--- config.mk ---
export PLATFORM = sky130hd
export DESIGN_NAME = command_packet_deframer_unit
export DESIGN_NICKNAME = d
export VERILOG_FILES = /design/src/rtl/cpd_pkg.sv /design/src/rtl/cpd_decode.sv /design/src/rtl/command_packet_deframer_unit.sv
export SDC_FILE = /design/constraint.sdc
export NUM_CORES = 1
export LEC_CHECK = 0
export ABC_AREA = 1
export BUFFER_PORTS_ARGS = -buffer_cell sky130_fd_sc_hd__buf_4
export CORE_MARGIN = 10
export CORE_UTILIZATION = 30
export CTS_CLUSTER_DIAMETER = 100
export CTS_CLUSTER_SIZE = 12
export DETAILED_ROUTE_END_ITERATION = 16
export PLACE_DENSITY = 0.57
export SYNTH_ARGS = -nofsm -noshare
export SYNTH_HDL_FRONTEND = slang
export SYNTH_SLANG_ARGS = --single-unit
export TNS_END_PERCENT = 1
--- constraint.sdc ---
create_clock -name clock -period 12.7 [get_ports clock]
set_input_delay 0.635 -clock clock [delete_from_list [all_inputs] [get_ports clock]]
set_output_delay 0.635 -clock clock [all_outputs]
set_load 0.1 [all_outputs]
--- src/rtl/cpd_pkg.sv ---
// ----------------------------------------------------------------------------
// cpd_pkg
// shared types and constants of the command packet deframer
// ----------------------------------------------------------------------------
package cpd_pkg;

   localparam int WORD_BITS   = 32;
   localparam int REMAIN_BITS = 24;
   localparam int OPCODE_BITS = 8;
   localparam int LEN_BITS    = 15;
   localparam int INDEX_BITS  = 14;
   localparam int KIND_BITS   = 2;

   // beat kinds
   localparam logic [KIND_BITS-1:0] KIND_HEADER  = 2'd0;
   localparam logic [KIND_BITS-1:0] KIND_PAYLOAD = 2'd1;
   localparam logic [KIND_BITS-1:0] KIND_BAD     = 2'd2;
   localparam logic [KIND_BITS-1:0] KIND_DISCARD = 2'd3;

   // header type codes in bits 31:30
   localparam logic [1:0] HDR_TYPE_ZERO  = 2'd0;
   localparam logic [1:0] HDR_TYPE_THREE = 2'd3;

   // packet length words beyond the length field (header plus one)
   localparam logic [LEN_BITS-1:0] LEN_EXTRA = 15'd2;

   typedef struct packed {
      logic [KIND_BITS-1:0]   kind;
      logic                   packet_type;
      logic [OPCODE_BITS-1:0] opcode;
      logic [LEN_BITS-1:0]    payload_length;
      logic [INDEX_BITS-1:0]  payload_index;
      logic                   end_of_packet;
   } pkt_info_type;

endpackage

--- src/rtl/cpd_decode.sv ---
// ----------------------------------------------------------------------------
// cpd_decode
// header decode, packet tracking state and running counters
// ----------------------------------------------------------------------------
module cpd_decode #(
   parameter int OFFSET_BITS  = 24,
   parameter int COUNTER_BITS = 32
) (
   input  logic                               clock,
   input  logic                               reset,
   input  logic                               resume_after_error,
   input  logic                               advance,
   input  logic [cpd_pkg::WORD_BITS-1:0]      word,
   input  logic [cpd_pkg::REMAIN_BITS-1:0]    words_remaining,
   output cpd_pkg::pkt_info_type              info,
   output logic [OFFSET_BITS-1:0]             buffer_offset,
   output logic [COUNTER_BITS-1:0]            packets_total,
   output logic [COUNTER_BITS-1:0]            words_total,
   output logic [COUNTER_BITS-1:0]            errors_total
);
   import cpd_pkg::*;

   logic [LEN_BITS-1:0]     left_ff,  left_in;
   logic [OPCODE_BITS-1:0]  opcode_ff, opcode_in;
   logic                    type_ff,  type_in;
   logic [LEN_BITS-1:0]     plen_ff,  plen_in;
   logic                    drop_ff,  drop_in;
   logic [OFFSET_BITS-1:0]  offset_ff, offset_in;
   logic [COUNTER_BITS-1:0] pkt_ff,   pkt_in;
   logic [COUNTER_BITS-1:0] wrd_ff,   wrd_in;
   logic [COUNTER_BITS-1:0] err_ff,   err_in;

   logic                    last;
   logic [1:0]              tbits;
   logic [LEN_BITS-1:0]     total;
   logic                    valid_type;
   logic                    bad;

   assign last       = (words_remaining <= REMAIN_BITS'(1));
   assign tbits      = word[31:30];
   assign total      = {1'b0, word[29:16]} + LEN_EXTRA;
   assign valid_type = (tbits == HDR_TYPE_ZERO) || (tbits == HDR_TYPE_THREE);
   assign bad        = !valid_type || (REMAIN_BITS'(total) > words_remaining);

   always_comb begin
      info      = '0;
      left_in   = left_ff;
      opcode_in = opcode_ff;
      type_in   = type_ff;
      plen_in   = plen_ff;
      drop_in   = drop_ff;
      pkt_in    = pkt_ff;
      wrd_in    = wrd_ff;
      err_in    = err_ff;

      if (drop_ff) begin
         info.kind = KIND_DISCARD;
      end else if (left_ff != '0) begin
         info.kind           = KIND_PAYLOAD;
         info.packet_type    = type_ff;
         info.opcode         = opcode_ff;
         info.payload_length = plen_ff;
         info.payload_index  = INDEX_BITS'(plen_ff - left_ff);
         info.end_of_packet  = (left_ff == LEN_BITS'(1));
         left_in             = left_ff - LEN_BITS'(1);
      end else if (bad) begin
         info.kind = KIND_BAD;
         err_in    = err_ff + COUNTER_BITS'(1);
         if (!resume_after_error) begin
            drop_in = 1'b1;
         end
      end else begin
         type_in   = (tbits == HDR_TYPE_THREE);
         opcode_in = (tbits == HDR_TYPE_THREE) ? word[15:8] : '0;
         plen_in   = total - LEN_BITS'(1);
         left_in   = total - LEN_BITS'(1);
         pkt_in    = pkt_ff + COUNTER_BITS'(1);
         wrd_in    = wrd_ff + COUNTER_BITS'(total);
         info.kind           = KIND_HEADER;
         info.packet_type    = type_in;
         info.opcode         = opcode_in;
         info.payload_length = plen_in;
      end

      // buffer end restarts framing
      if (last) begin
         offset_in = '0;
         drop_in   = 1'b0;
         left_in   = '0;
      end else begin
         offset_in = offset_ff + OFFSET_BITS'(1);
      end
   end

   assign buffer_offset = offset_ff;
   assign packets_total = pkt_in;
   assign words_total   = wrd_in;
   assign errors_total  = err_in;

   always_ff @(posedge clock) begin
      if (reset) begin
         left_ff   <= '0;
         opcode_ff <= '0;
         type_ff   <= 1'b0;
         plen_ff   <= '0;
         drop_ff   <= 1'b0;
         offset_ff <= '0;
         pkt_ff    <= '0;
         wrd_ff    <= '0;
         err_ff    <= '0;
      end else if (advance) begin
         left_ff   <= left_in;
         opcode_ff <= opcode_in;
         type_ff   <= type_in;
         plen_ff   <= plen_in;
         drop_ff   <= drop_in;
         offset_ff <= offset_in;
         pkt_ff    <= pkt_in;
         wrd_ff    <= wrd_in;
         err_ff    <= err_in;
      end
   end

endmodule

--- src/rtl/command_packet_deframer_unit.sv ---
// ----------------------------------------------------------------------------
// command_packet_deframer_unit
// splits a command word stream into packet headers, payload and error beats
// ----------------------------------------------------------------------------
// path: a req beat passes through the input register and the output register
//    before it shows as a valid rsp beat
// throughput: one beat per cycle while rsp_tready holds no beat back, set by
//    the single decode stage between the input register and the output register
// reset: synchronous, clears framing state, counters, offset and the
//    resume_after_error register; no beats are held after reset
module command_packet_deframer_unit #(
   parameter int OFFSET_BITS  = 24,
   parameter int COUNTER_BITS = 32
) (
   input  logic        clock,
   input  logic        reset,

   // configuration: resume_after_error
   input  logic        csr_we,
   input  logic        csr_wdata,

   // command words in
   input  logic        req_tvalid,
   output logic        req_tready,
   // [31:0] word, [55:32] words_remaining
   input  logic [55:0] req_tdata,

   // decoded beats out
   output logic        rsp_tvalid,
   input  logic        rsp_tready,
   // opcode, payload_length, payload_index, data_word, buffer_offset,
   // packets_total, words_total, errors_total (lowest bit up), zero padded
   output logic [((69 + OFFSET_BITS + 3 * COUNTER_BITS + 7) / 8) * 8 - 1:0] rsp_tdata,
   // [1:0] kind, [2] packet_type
   output logic [2:0]  rsp_tuser,
   // end_of_packet
   output logic        rsp_tlast
);
   import cpd_pkg::*;

   localparam int RSP_RAW_BITS  = OPCODE_BITS + LEN_BITS + INDEX_BITS + WORD_BITS
                                  + OFFSET_BITS + 3 * COUNTER_BITS;
   localparam int RSP_DATA_BITS = ((RSP_RAW_BITS + 7) / 8) * 8;

   // configuration register
   logic resume_ff;

   always_ff @(posedge clock) begin
      if (reset) begin
         resume_ff <= 1'b0;
      end else if (csr_we) begin
         resume_ff <= csr_wdata;
      end
   end

   // input register
   logic                   in_valid_ff;
   logic [WORD_BITS-1:0]   in_word_ff;
   logic [REMAIN_BITS-1:0] in_rem_ff;
   logic                   out_free;
   logic                   advance;

   // output register takes a beat when empty or being drained
   assign out_free   = !rsp_tvalid || rsp_tready;
   assign advance    = in_valid_ff && out_free;
   assign req_tready = !in_valid_ff || out_free;

   always_ff @(posedge clock) begin
      if (reset) begin
         in_valid_ff <= 1'b0;
      end else if (req_tready) begin
         in_valid_ff <= req_tvalid;
      end
   end

   always_ff @(posedge clock) begin
      if (req_tready && req_tvalid) begin
         in_word_ff <= req_tdata[WORD_BITS-1:0];
         in_rem_ff  <= req_tdata[WORD_BITS +: REMAIN_BITS];
      end
   end

   // decode stage with framing state
   pkt_info_type            info;
   logic [OFFSET_BITS-1:0]  offset;
   logic [COUNTER_BITS-1:0] packets;
   logic [COUNTER_BITS-1:0] words;
   logic [COUNTER_BITS-1:0] errors;

   cpd_decode #(
      .OFFSET_BITS  (OFFSET_BITS),
      .COUNTER_BITS (COUNTER_BITS)
   ) u_decode (
      .clock              (clock),
      .reset              (reset),
      .resume_after_error (resume_ff),
      .advance            (advance),
      .word               (in_word_ff),
      .words_remaining    (in_rem_ff),
      .info               (info),
      .buffer_offset      (offset),
      .packets_total      (packets),
      .words_total        (words),
      .errors_total       (errors)
   );

   // output register
   logic                     out_valid_ff;
   logic [RSP_DATA_BITS-1:0] out_data_ff, out_data_in;
   logic [2:0]               out_user_ff, out_user_in;
   logic                     out_last_ff, out_last_in;

   always_comb begin
      out_data_in = RSP_DATA_BITS'({errors, words, packets, offset, in_word_ff,
                                    info.payload_index, info.payload_length,
                                    info.opcode});
      out_user_in = {info.packet_type, info.kind};
      out_last_in = info.end_of_packet;
   end

   always_ff @(posedge clock) begin
      if (reset) begin
         out_valid_ff <= 1'b0;
      end else if (out_free) begin
         out_valid_ff <= in_valid_ff;
      end
   end

   always_ff @(posedge clock) begin
      if (advance) begin
         out_data_ff <= out_data_in;
         out_user_ff <= out_user_in;
         out_last_ff <= out_last_in;
      end
   end

   assign rsp_tvalid = out_valid_ff;
   assign rsp_tdata  = out_data_ff;
   assign rsp_tuser  = out_user_ff;
   assign rsp_tlast  = out_last_ff;

endmodule
# Yosys cells after proc, flatten, opt, wreduce, memory -nomap -nowiden
# Index checks and enable logic that the tools add are counted.
[word_totals] register_bits=412 inputBits=62 out_inout_bits=198 elab_cells=75
[classes] n_addsub=8 n_lt_le_gt_ge=2 eq_ne=4 muxes=23 bitwise=3 n_reduce_logical=15
[ops] cell="32-bit 2-to-1 mux" n=9
[ops] cell="32-bit by 1-bit adder with 32-bit output (second input constant)" n=2
[ops] cell="15-bit 2-to-1 mux" n=4
[ops] cell="24-bit 2-to-1 mux" n=2
[ops] cell="32-bit by 15-bit adder with 32-bit output" n=1
[ops] cell="15-bit by 1-bit subtractor with 15-bit output (second input constant)" n=2
[ops] cell="26-bit 2-to-1 mux" n=1
[ops] cell="24-bit by 1-bit adder with 24-bit output (second input constant)" n=1
[ops] cell="15-bit by 24-bit greater-than comparator with 1-bit output" n=1
[ops] cell="24-bit by 1-bit less-or-equal comparator with 1-bit output (second input constant)" n=1
[ops] cell="14-bit by 2-bit adder with 15-bit output (second input constant)" n=1
[ops] cell="15-bit by 1-bit == test with 1-bit output (second input constant)" n=1
[ops] cell="15-bit nonzero test" n=1
[ops] cell="14-bit subtractor" n=1
[ops] cell="8-bit 2-to-1 mux" n=1
[ops] cell="1-bit 2-to-1 mux" n=5
[ops] cell="1-bit logical OR" n=4
[ops] cell="4-bit AND reduction" n=1
[ops] cell="2-bit OR reduction" n=2
[ops] cell="1-bit logical NOT" n=3
[ops] cell="3-bit by 2-bit != test with 1-bit output (second input constant)" n=1
[ops] cell="1-bit NOT" n=3
[ops] cell="3-bit AND reduction" n=1
[ops] cell="2-bit == test (second input constant)" n=1
[ops] cell="other kinds (4)" n=5

# Logic depth before layout (Yosys ltp)
# Gate-level depths: netlist of the first run.
[logic_depth] ltp_word=8 mapped_depth=23 depth_no_buf=23

# By module
# Synthesis of the first run repeated with hierarchy kept, for this count alone.
[hier_totals] cells_unflattened=2248 hier_area_um2=19787.7
[modules_own_cells] mod="cpd_decode" instances=1 cells_per_inst=1978 area_each_um2=12156.7 seq_area_each_um2=3203.1
[modules_own_cells] mod="command_packet_deframer_unit" instances=1 cells_per_inst=270 area_each_um2=7631.1 seq_area_each_um2=7537.2

# Worst setup path before layout of the first run
# No wires, ideal clock.
[synth_path] path_kind="flip-flop to flip-flop" startpoint="reg out_valid_ff (netlist: rsp_tvalid)" endpoint="reg u_decode.err_ff[13]" setup_ns=0.377 t_arrival_ns=6.812 t_required_ns=12.323 path_slack_ns=5.510 path_stages_with_launch=6 path_buffers=1 period_less_slack_ns=7.190 path_cell_list="dfxtp_1 nand2_1 nand2_2 inv_2 buf_1 a21oi_1"
[synth_via] elab_chain_len=3
[synth_lines] element="from (decl)" line_no="command_packet_deframer_unit.sv:108" source="logic out_valid_ff;"
[synth_lines] element="from (signal assigned)" line_no="command_packet_deframer_unit.sv:125" source="out_valid_ff <= in_valid_ff;"
[synth_lines] element="1-bit logical NOT" line_no="command_packet_deframer_unit.sv:64" source="assign out_free = !rsp_tvalid || rsp_tready;"
[synth_lines] element="1-bit logical OR" line_no="command_packet_deframer_unit.sv:64"
[synth_lines] element="1-bit logical AND" line_no="command_packet_deframer_unit.sv:65" source="assign advance = in_valid_ff && out_free;"
[synth_lines] element="net advance" line_no="command_packet_deframer_unit.sv:61" source="logic advance;"
[synth_lines] element="to (signal assigned)" line_no="cpd_decode.sv:120" source="err_ff <= err_in;"
[synth_lines] element="to (decl)" line_no="cpd_decode.sv:31" source="logic [COUNTER_BITS-1:0] err_ff, err_in;"
# The timed path passes the listed nets, and every way through them passes these cells.
# A chain may end at the register's enable or synchronous reset.

# Worst setup path in the final report of the first run
[layout_path] startpoint="reg in_word_ff[17]" endpoint="reg u_decode.wrd_ff[6]"
[layout_via] elab_chain_len=6 word_cells_on_any_way=7 cone_classes="add/sub: 2; order compare: 1; mux: 3; reduce/logical: 1"
[layout_lines] element="from (decl)" line_no="command_packet_deframer_unit.sv:58" source="logic [WORD_BITS-1:0] in_word_ff;"
[layout_lines] element="from (signal assigned)" line_no="command_packet_deframer_unit.sv:78" source="in_word_ff <= req_tdata[WORD_BITS-1:0];"
[layout_lines] element="14-bit by 2-bit adder with 15-bit output *" line_no="cpd_decode.sv:41" source="assign total = {1'b0, word[29:16]} + LEN_EXTRA;"
[layout_lines] element="branches (longest 2 deep; another with 32-bit by 15-bit adder with 32-bit output)"
[layout_lines] element="32-bit 2-to-1 mux *" line_no="cpd_decode.sv:66" source="end else if (bad) begin"
[layout_lines] element="32-bit 2-to-1 mux *" line_no="cpd_decode.sv:58" source="end else if (left_ff != '0) begin"
[layout_lines] element="32-bit 2-to-1 mux *" line_no="cpd_decode.sv:56" source="if (drop_ff) begin"
[layout_lines] element="to (signal assigned)" line_no="cpd_decode.sv:119" source="wrd_ff <= wrd_in;"
[layout_lines] element="to (decl)" line_no="cpd_decode.sv:30" source="logic [COUNTER_BITS-1:0] wrd_ff, wrd_in;"
# Mark *: on every way between the ends.

==> flow_summary.json, run 1 <==
{
  "status": "finished clean",
  "reg2reg_slack_ns": 7.76,
  "place_area_um2": 23000,
  "hold_path_startpoint": "req_tdata[13]",
  "grt_pass1_wl_mm": 92.4,
  "cts_buffer_depth": 3,
  "crit_path_end_kind": "flip-flop",
  "root_buffer": "clkbuf_16",
  "fp.dieW_um": 279,
  "synth_area_um2": 20200,
  "clkLatencyLatePin_ns": 0.58,
  "dieArea_um2": 78000,
  "critPathLaunchType": "flip-flop",
  "cts_tree": "built",
  "syn2layout_area_growth_pct": 19.8,
  "dp_hpwl_mm": 43.6,
  "swShare": 0.327,
  "power_mw": 3.41,
  "synth_seq_cells": 412,
  "clk_pin_slew_worst_paths_ns": 0.07,
  "pwr_density_cell_nw_per_um2": 141,
  "cts_resized": 0,
  "cp.arrival_ns": 5.38,
  "post-route-util": 0.361,
  "worstReg2RegStart": "in_word_ff[17]",
  "fp-row-count": 95,
  "grt-ovfl-total": 0,
  "period_share": 0.389,
  "clock-skew-final_ns": 0.0246,
  "worst-path-max-fanout": 30,
  "p_seq_frac": 0.456,
  "drt_iter0_drc": 1205,
  "p_int_mw": 2.29,
  "hold_depth": 1,
  "comb_power_share": 0.202,
  "routabilityCongestion": 0.901,
  "vias_per_cell": 4.67,
  "gr-usage-all-layers": 0.151,
  "coreArea_um2": 66900,
  "hold_end": "in_word_ff[13]",
  "nNetsFinal": 2755,
  "wire_per_inst_um": 17.1,
  "p_leak_nw": 10.2,
  "rr_worst_depth": 18,
  "cts.sinks": 412,
  "pin_count": 260,
  "synth_warnings": 0,
  "synth_area_per_cell_um2": 8.41,
  "cts_hold_buf": 0,
  "grt_pass1_vias": 15551,
  "die_y_um": 279,
  "synth.area.top_cells": "edfxtp_1, dfxtp_1, nand2_1, inv_1, a21oi_1",
  "rsz0062_at_grt": "no",
  "seq_area_frac_synth": 0.533,
  "setup_violations": 0,
  "fin_crit_ns": 4.94,
  "netlist_instances": 2397,
  "antenna_found_initial": 2,
  "drv_slew": 0,
  "synth_top_area_cell": "edfxtp_1",
  "clkPwrFrac": 0.342,
  "wirelength_mm": 60.5,
  "grt_max_degree": 98,
  "io_buffers": 256,
  "first_pass_iters": 5,
  "max_freq_mhz": 202,
  "fin_setup_tns_ns": 0,
  "synth_top_area_share": 0.371,
  "tightestPinTransition_ns": 0.989,
  "ys_types": 47,
  "power.switching_mw": 1.11,
  "ir_worst_vdd_mv": 0.0923,
  "critPathRequiredTime_ns": 13.14,
  "place_ws_ns": 7.76,
  "layout-drive-gt1-share": 0.137,
  "r2r_end": "u_decode.wrd_ff[6]",
  "relSlewSlack": 0.340,
  "setup_slack_ns": 7.76,
  "vias": 16552,
  "worst-setup-path-type": "reg2reg",
  "stdcell_area_um2": 24200,
  "remaining_drc_errors": 0,
  "h-tree-depth": 2,
  "start_util": 0.301,
  "numCtsBuffers": 41,
  "holdCritPathClass": "in2reg",
  "ant_nets": 0,
  "drv_cap": 0,
  "cts_setup_buffers": 0,
  "hold_viol": 0
}
-- power by group through the flow --
stage / clock (mW) / combinational (mW) / sequential (mW)
4_1_cts: 1.21 / 0.696 / 1.56
3_3_place_gp: 0 / 0.691 / 1.58
2_1_floorplan: 0 / 0.273 / 1.83
5_1_grt: 1.26 / 0.745 / 1.56
6_report: 1.16 / 0.688 / 1.55
3_5_place_dp: 0 / 0.693 / 1.58
-- area by class of cell --
class / instances / area [µm²]
sequential: 412 / 10700
multi-input combinational: 1565 / 7790
antenna: 1 / 2.50
inverter: 352 / 1330
clock buffer: 69 / 1170
fill: 6853 / 42800
clock inverter: 5 / 35.0
timing repair buffer: 267 / 2000
tap: 873 / 1090
-- logic make-up after synthesis --
| family | count (synthesis) | share of synthesized area |
|---|---|---|
| flops | 412 | 0.533 |
| other cells | 1 | 0.000186 |
| fa+ha+maj | 54 | 0.0342 |
| compound gates | 418 | 0.108 |
| simple gates | 1052 | 0.227 |
| xor+xnor | 38 | 0.0165 |
| buf+inv | 422 | 0.0820 |
-- sequential cells by signal, indices dropped and copies added (netlist names), 3 cells and up --
signal and flops:
in_rem_ff 24, in_word_ff 32, rsp_tdata 189, rsp_tuser 3, u_decode.buffer_offset 24, u_decode.err_ff 32, u_decode.left_ff 15, u_decode.opcode_ff 8
u_decode.pkt_ff 32, u_decode.plen_ff 15, u_decode.wrd_ff 32
-- routing by layer --
metal,global-route usage,part of all wire,vias to the layer above
li1,-,-,8452
met1,0.195,0.45,7636
met2,0.252,0.47,396
met3,0.0310,0.057,68
met4,0.0418,0.022,0
met5,0,0,-
-- cells in the final DEF, fill, tap and decap left out, types with 3 or more instances in the layout --
| master | instances |
|---|---|
| nor4_1 | 11 |
| nor3_1 | 37 |
| and2_1 | 5 |
| nand2_2 | 5 |
| nand2_1 | 563 |
| buf_4 | 267 |
| a31oi_1 | 4 |
| xor2_1 | 30 |
| inv_2 | 13 |
| a21oi_1 | 183 |
| a211oi_1 | 3 |
| nand3b_1 | 4 |
| o21ai_0 | 121 |
| ha_1 | 52 |
| clkbuf_16 | 43 |
| o21ai_1 | 84 |
| nand4_1 | 56 |
| dfxtp_1 | 163 |
| edfxtp_1 | 249 |
| o21bai_1 | 9 |
| inv_1 | 337 |
| o21a_1 | 3 |
| conb_1 | 3 |
| nor2_1 | 188 |
| nand3_1 | 149 |
| clkbuf_1 | 26 |
| nor2_4 | 6 |
| xnor2_1 | 8 |
| o22ai_1 | 3 |
| a21o_1 | 4 |
| nor2_2 | 15 |
-- through the flow --
stage               hold WS, ns  instances
detailed placement        0.405       3469
global route              0.200       3544
CTS                       0.193       3543
global placement          0.401       3469
floorplan                 0.400       2399
finish                    0.234       3544
-- cell usage after synthesis (all sizes together) --
cell type    n
nor4        11
a21o         4
o22ai        3
o21ai      205
nor2       210
a211oi       3
dfxtp      163
o2111ai      1
edfxtp     249
a221oi       2
nand4       57
nand3b       4
buf         36
fa           2
clkinv       1
nor3        40
nor3b        2
and2         5
xnor2        8
conb         1
o21bai       9
nand2      570
a31oi        4
nand3      152
clkbuf      34
xor2        30
inv        351
a21oi      184
ha          52
and3         1
o21a         3
-- worst max-delay path by stage --
stage,to,cells after the start,from,slack (ns)
after detailed placement,u_decode.wrd_ff[9],18,in_word_ff[17],7.76
after floorplan,u_decode.err_ff[13],5,rsp_tvalid,5.51
after global placement,u_decode.wrd_ff[11],18,in_word_ff[17],7.91
final,u_decode.wrd_ff[6],18,in_word_ff[17],7.76
after CTS,u_decode.wrd_ff[6],18,in_word_ff[17],7.73
after global routing,u_decode.wrd_ff[2],18,in_word_ff[17],7.19
-- critical path, cell delays in order, from the launching register on --
cell      delay [ns]
edfxtp_1        0.45
ha_1            0.28
nand2_1         0.14
nor2_1          0.20
nand3_1         0.10
nand2_1         0.18
inv_1           0.12
ha_1            0.30
a21o_1          0.18
nor2_1          0.09
nand2_1         0.06
nand2_1         0.05
nand2_1         0.07
nand2_2         0.24
nand3_2         0.75
inv_2           0.53
nand2_1         0.60
o21ai_0         0.37
a21oi_1         0.06
No activity file was read; power rests on OpenSTA's default activity.
==> run 2: changes to the inputs <==
Clock period 12.7 ns to 4.9 ns, I/O delays scaled along.
==> run 2 against run 1 <==
Cell area rose by 2.9%. Critical path type unchanged. Core utilization rose by 1.0 points. Critical endpoint is now u_decode.wrd_ff[12]. Clock skew rose by 0.0035 ns. Sequential cell count did not move. First-iteration DRC count fell by 17%. Die area did not move. Clock power rose to 2.7 times the previous value.
==> flow_summary.json, run 2 (synthesis gave the netlist of run 1 again) <==
{
  "layout-drive-gt1-share": 0.136,
  "drv_slew": 0,
  "cts_buffer_depth": 3,
  "p_int_mw": 6.05,
  "wirelength_mm": 60.0,
  "antenna_found_initial": 1,
  "start_util": 0.301,
  "grt_pass1_vias": 15951,
  "p_leak_nw": 10.5,
  "drt_iter0_drc": 998,
  "power.switching_mw": 2.90,
  "status": "finished clean",
  "cpMostUsedCell": "nand2_1",
  "layout_commonest_cell": "nand2_1",
  "placed_cells": 3473,
  "largest_reg_flops": 189,
  "fin_setup_tns_ns": 0,
  "vias": 16729,
  "nNetsFinal": 2820,
  "clock-skew-final_ns": 0.0281,
  "gr-usage-all-layers": 0.150,
  "ant_nets": 0,
  "dp_hpwl_mm": 43.2,
  "ir_worst_vdd_mv": 0.208,
  "post-route-util": 0.371,
  "setup_violations": 0,
  "grtUsageMet2": 0.258,
  "rsz0062_at_grt": "no",
  "clkLatencyLatePin_ns": 0.57,
  "cpMaxStageDelayCell": "nand2_1",
  "syn2layout_area_growth_pct": 23.2,
  "grt_max_degree": 123,
  "fp-row-count": 95,
  "clk_pin_slew_worst_paths_ns": 0.06,
  "max_freq_mhz": 251,
  "coreArea_um2": 66900,
  "p_seq_frac": 0.450,
  "h-tree-depth": 2,
  "use_met3": 0.0284,
  "swShare": 0.324,
  "worst-setup-path-type": "reg2reg",
  "cts_setup_buffers": 0,
  "fin_crit_ns": 3.98,
  "diodes": 0,
  "path_buf_inv": 2,
  "tightestPinTransition_ns": 1.09,
  "path_cells": "ha_1 -> nand2_1 -> nor2_1 -> nand3_1 -> nand2_1 -> inv_1 -> ha_1 -> a21o_1 -> nor2_1 -> nand2_1 -> nand2_1 -> nand2_1 -> nand2_2 -> nand3_2 -> inv_2 -> nand2_1 -> o21ai_0 -> a21oi_1",
  "worst-path-max-fanout": 21,
  "grt-ovfl-total": 0,
  "cts.sinks": 412,
  "comb_power_share": 0.204,
  "root_buffer": "clkbuf_16",
  "io_buffers": 256,
  "remaining_drc_errors": 0,
  "relSlewSlack": 0.273,
  "fp.dieW_um": 279,
  "drv_cap": 0,
  "critPathLaunchType": "flip-flop",
  "numCtsBuffers": 42,
  "vias_per_cell": 4.64,
  "power_mw": 8.96,
  "grt_use_met1": 0.192,
  "max_stage_delay_ns": 0.54,
  "period_share": 0.811,
  "path_delay_family": "simple AND/OR/NAND/NOR gates",
  "pin_count": 260,
  "hold_viol": 0,
  "wire_per_inst_um": 16.6,
  "cts_tree": "built",
  "gr-max-usage-layer": "met2",
  "layout.cells.non_filler": 3609,
  "clkPwrFrac": 0.347,
  "die_y_um": 279,
  "cp.arrival_ns": 4.42,
  "mostFrequentLayoutCells": "nand2_1, inv_1, buf_4",
  "fillerInstances": 6833,
  "first_pass_iters": 5,
  "crit_path_end_kind": "flip-flop",
  "critPathRequiredTime_ns": 5.34,
  "holdCritPathClass": "in2reg",
  "grt_pass1_wl_mm": 92.3,
  "pwr_density_cell_nw_per_um2": 360,
  "dieArea_um2": 78000,
  "cts_resized": 0,
  "cts_hold_buf": 60,
  "routabilityCongestion": 0.907
}
[run 2: cell type report]
| class | instances | area [µm²] | share of cell area |
|---|---|---|---|
| timing repair buffer | 331 | 2650 | 0.107 |
| multi-input combinational | 1565 | 7790 | 0.313 |
| tap | 873 | 1090 | 0.0439 |
| sequential | 412 | 10700 | 0.432 |
| clock buffer | 70 | 1190 | 0.0478 |
| clock inverter | 6 | 71.3 | 0.00287 |
| inverter | 352 | 1330 | 0.0535 |
[run 2: worst min-delay path, stage by stage]
cell,delay [ns]
buf_4,0.08
nand2_1,0.10
a21oi_1,0.14
[run 2: worst paths after layout]
path / from / to / slack (ns) / cells after the start
max: in_word_ff[17] / u_decode.wrd_ff[12] / 0.92 / 18
max reg2reg: in_word_ff[17] / u_decode.wrd_ff[12] / 0.92 / 18
min: req_tvalid / in_valid_ff / 0.04 / 3
min reg2reg: in_word_ff[7] / rsp_tdata[44] / 0.40 / 0
[run 2: routing by layer]
metal	up-vias	wire, µm
met2	339	28600
met5	-	0
met4	0	998
met1	7775	27300
li1	8555	-
met3	60	3150
[run 2: power groups by stage]
stage / Sequential (mW) / Combinational, mW / Clock, mW
after CTS: 4.03 / 1.84 / 3.21
after floorplan: 4.73 / 0.709 / 0
after detailed placement: 4.10 / 1.80 / 0
final: 4.03 / 1.83 / 3.10
after global placement: 4.10 / 1.79 / 0
after global routing: 4.05 / 1.98 / 3.33
[run 2: per-stage QoR]
stage | setup WS [ns] | hold slack, ns | cell area, µm²
finish | 0.924 | 0.0428 | 24900
global route | 0.479 | 0.0545 | 24900
CTS | 0.962 | 0.0280 | 24900
detailed placement | 0.980 | 0.407 | 23000
global placement | 1.11 | 0.401 | 23000
floorplan | 0.563 | 0.339 | 20200
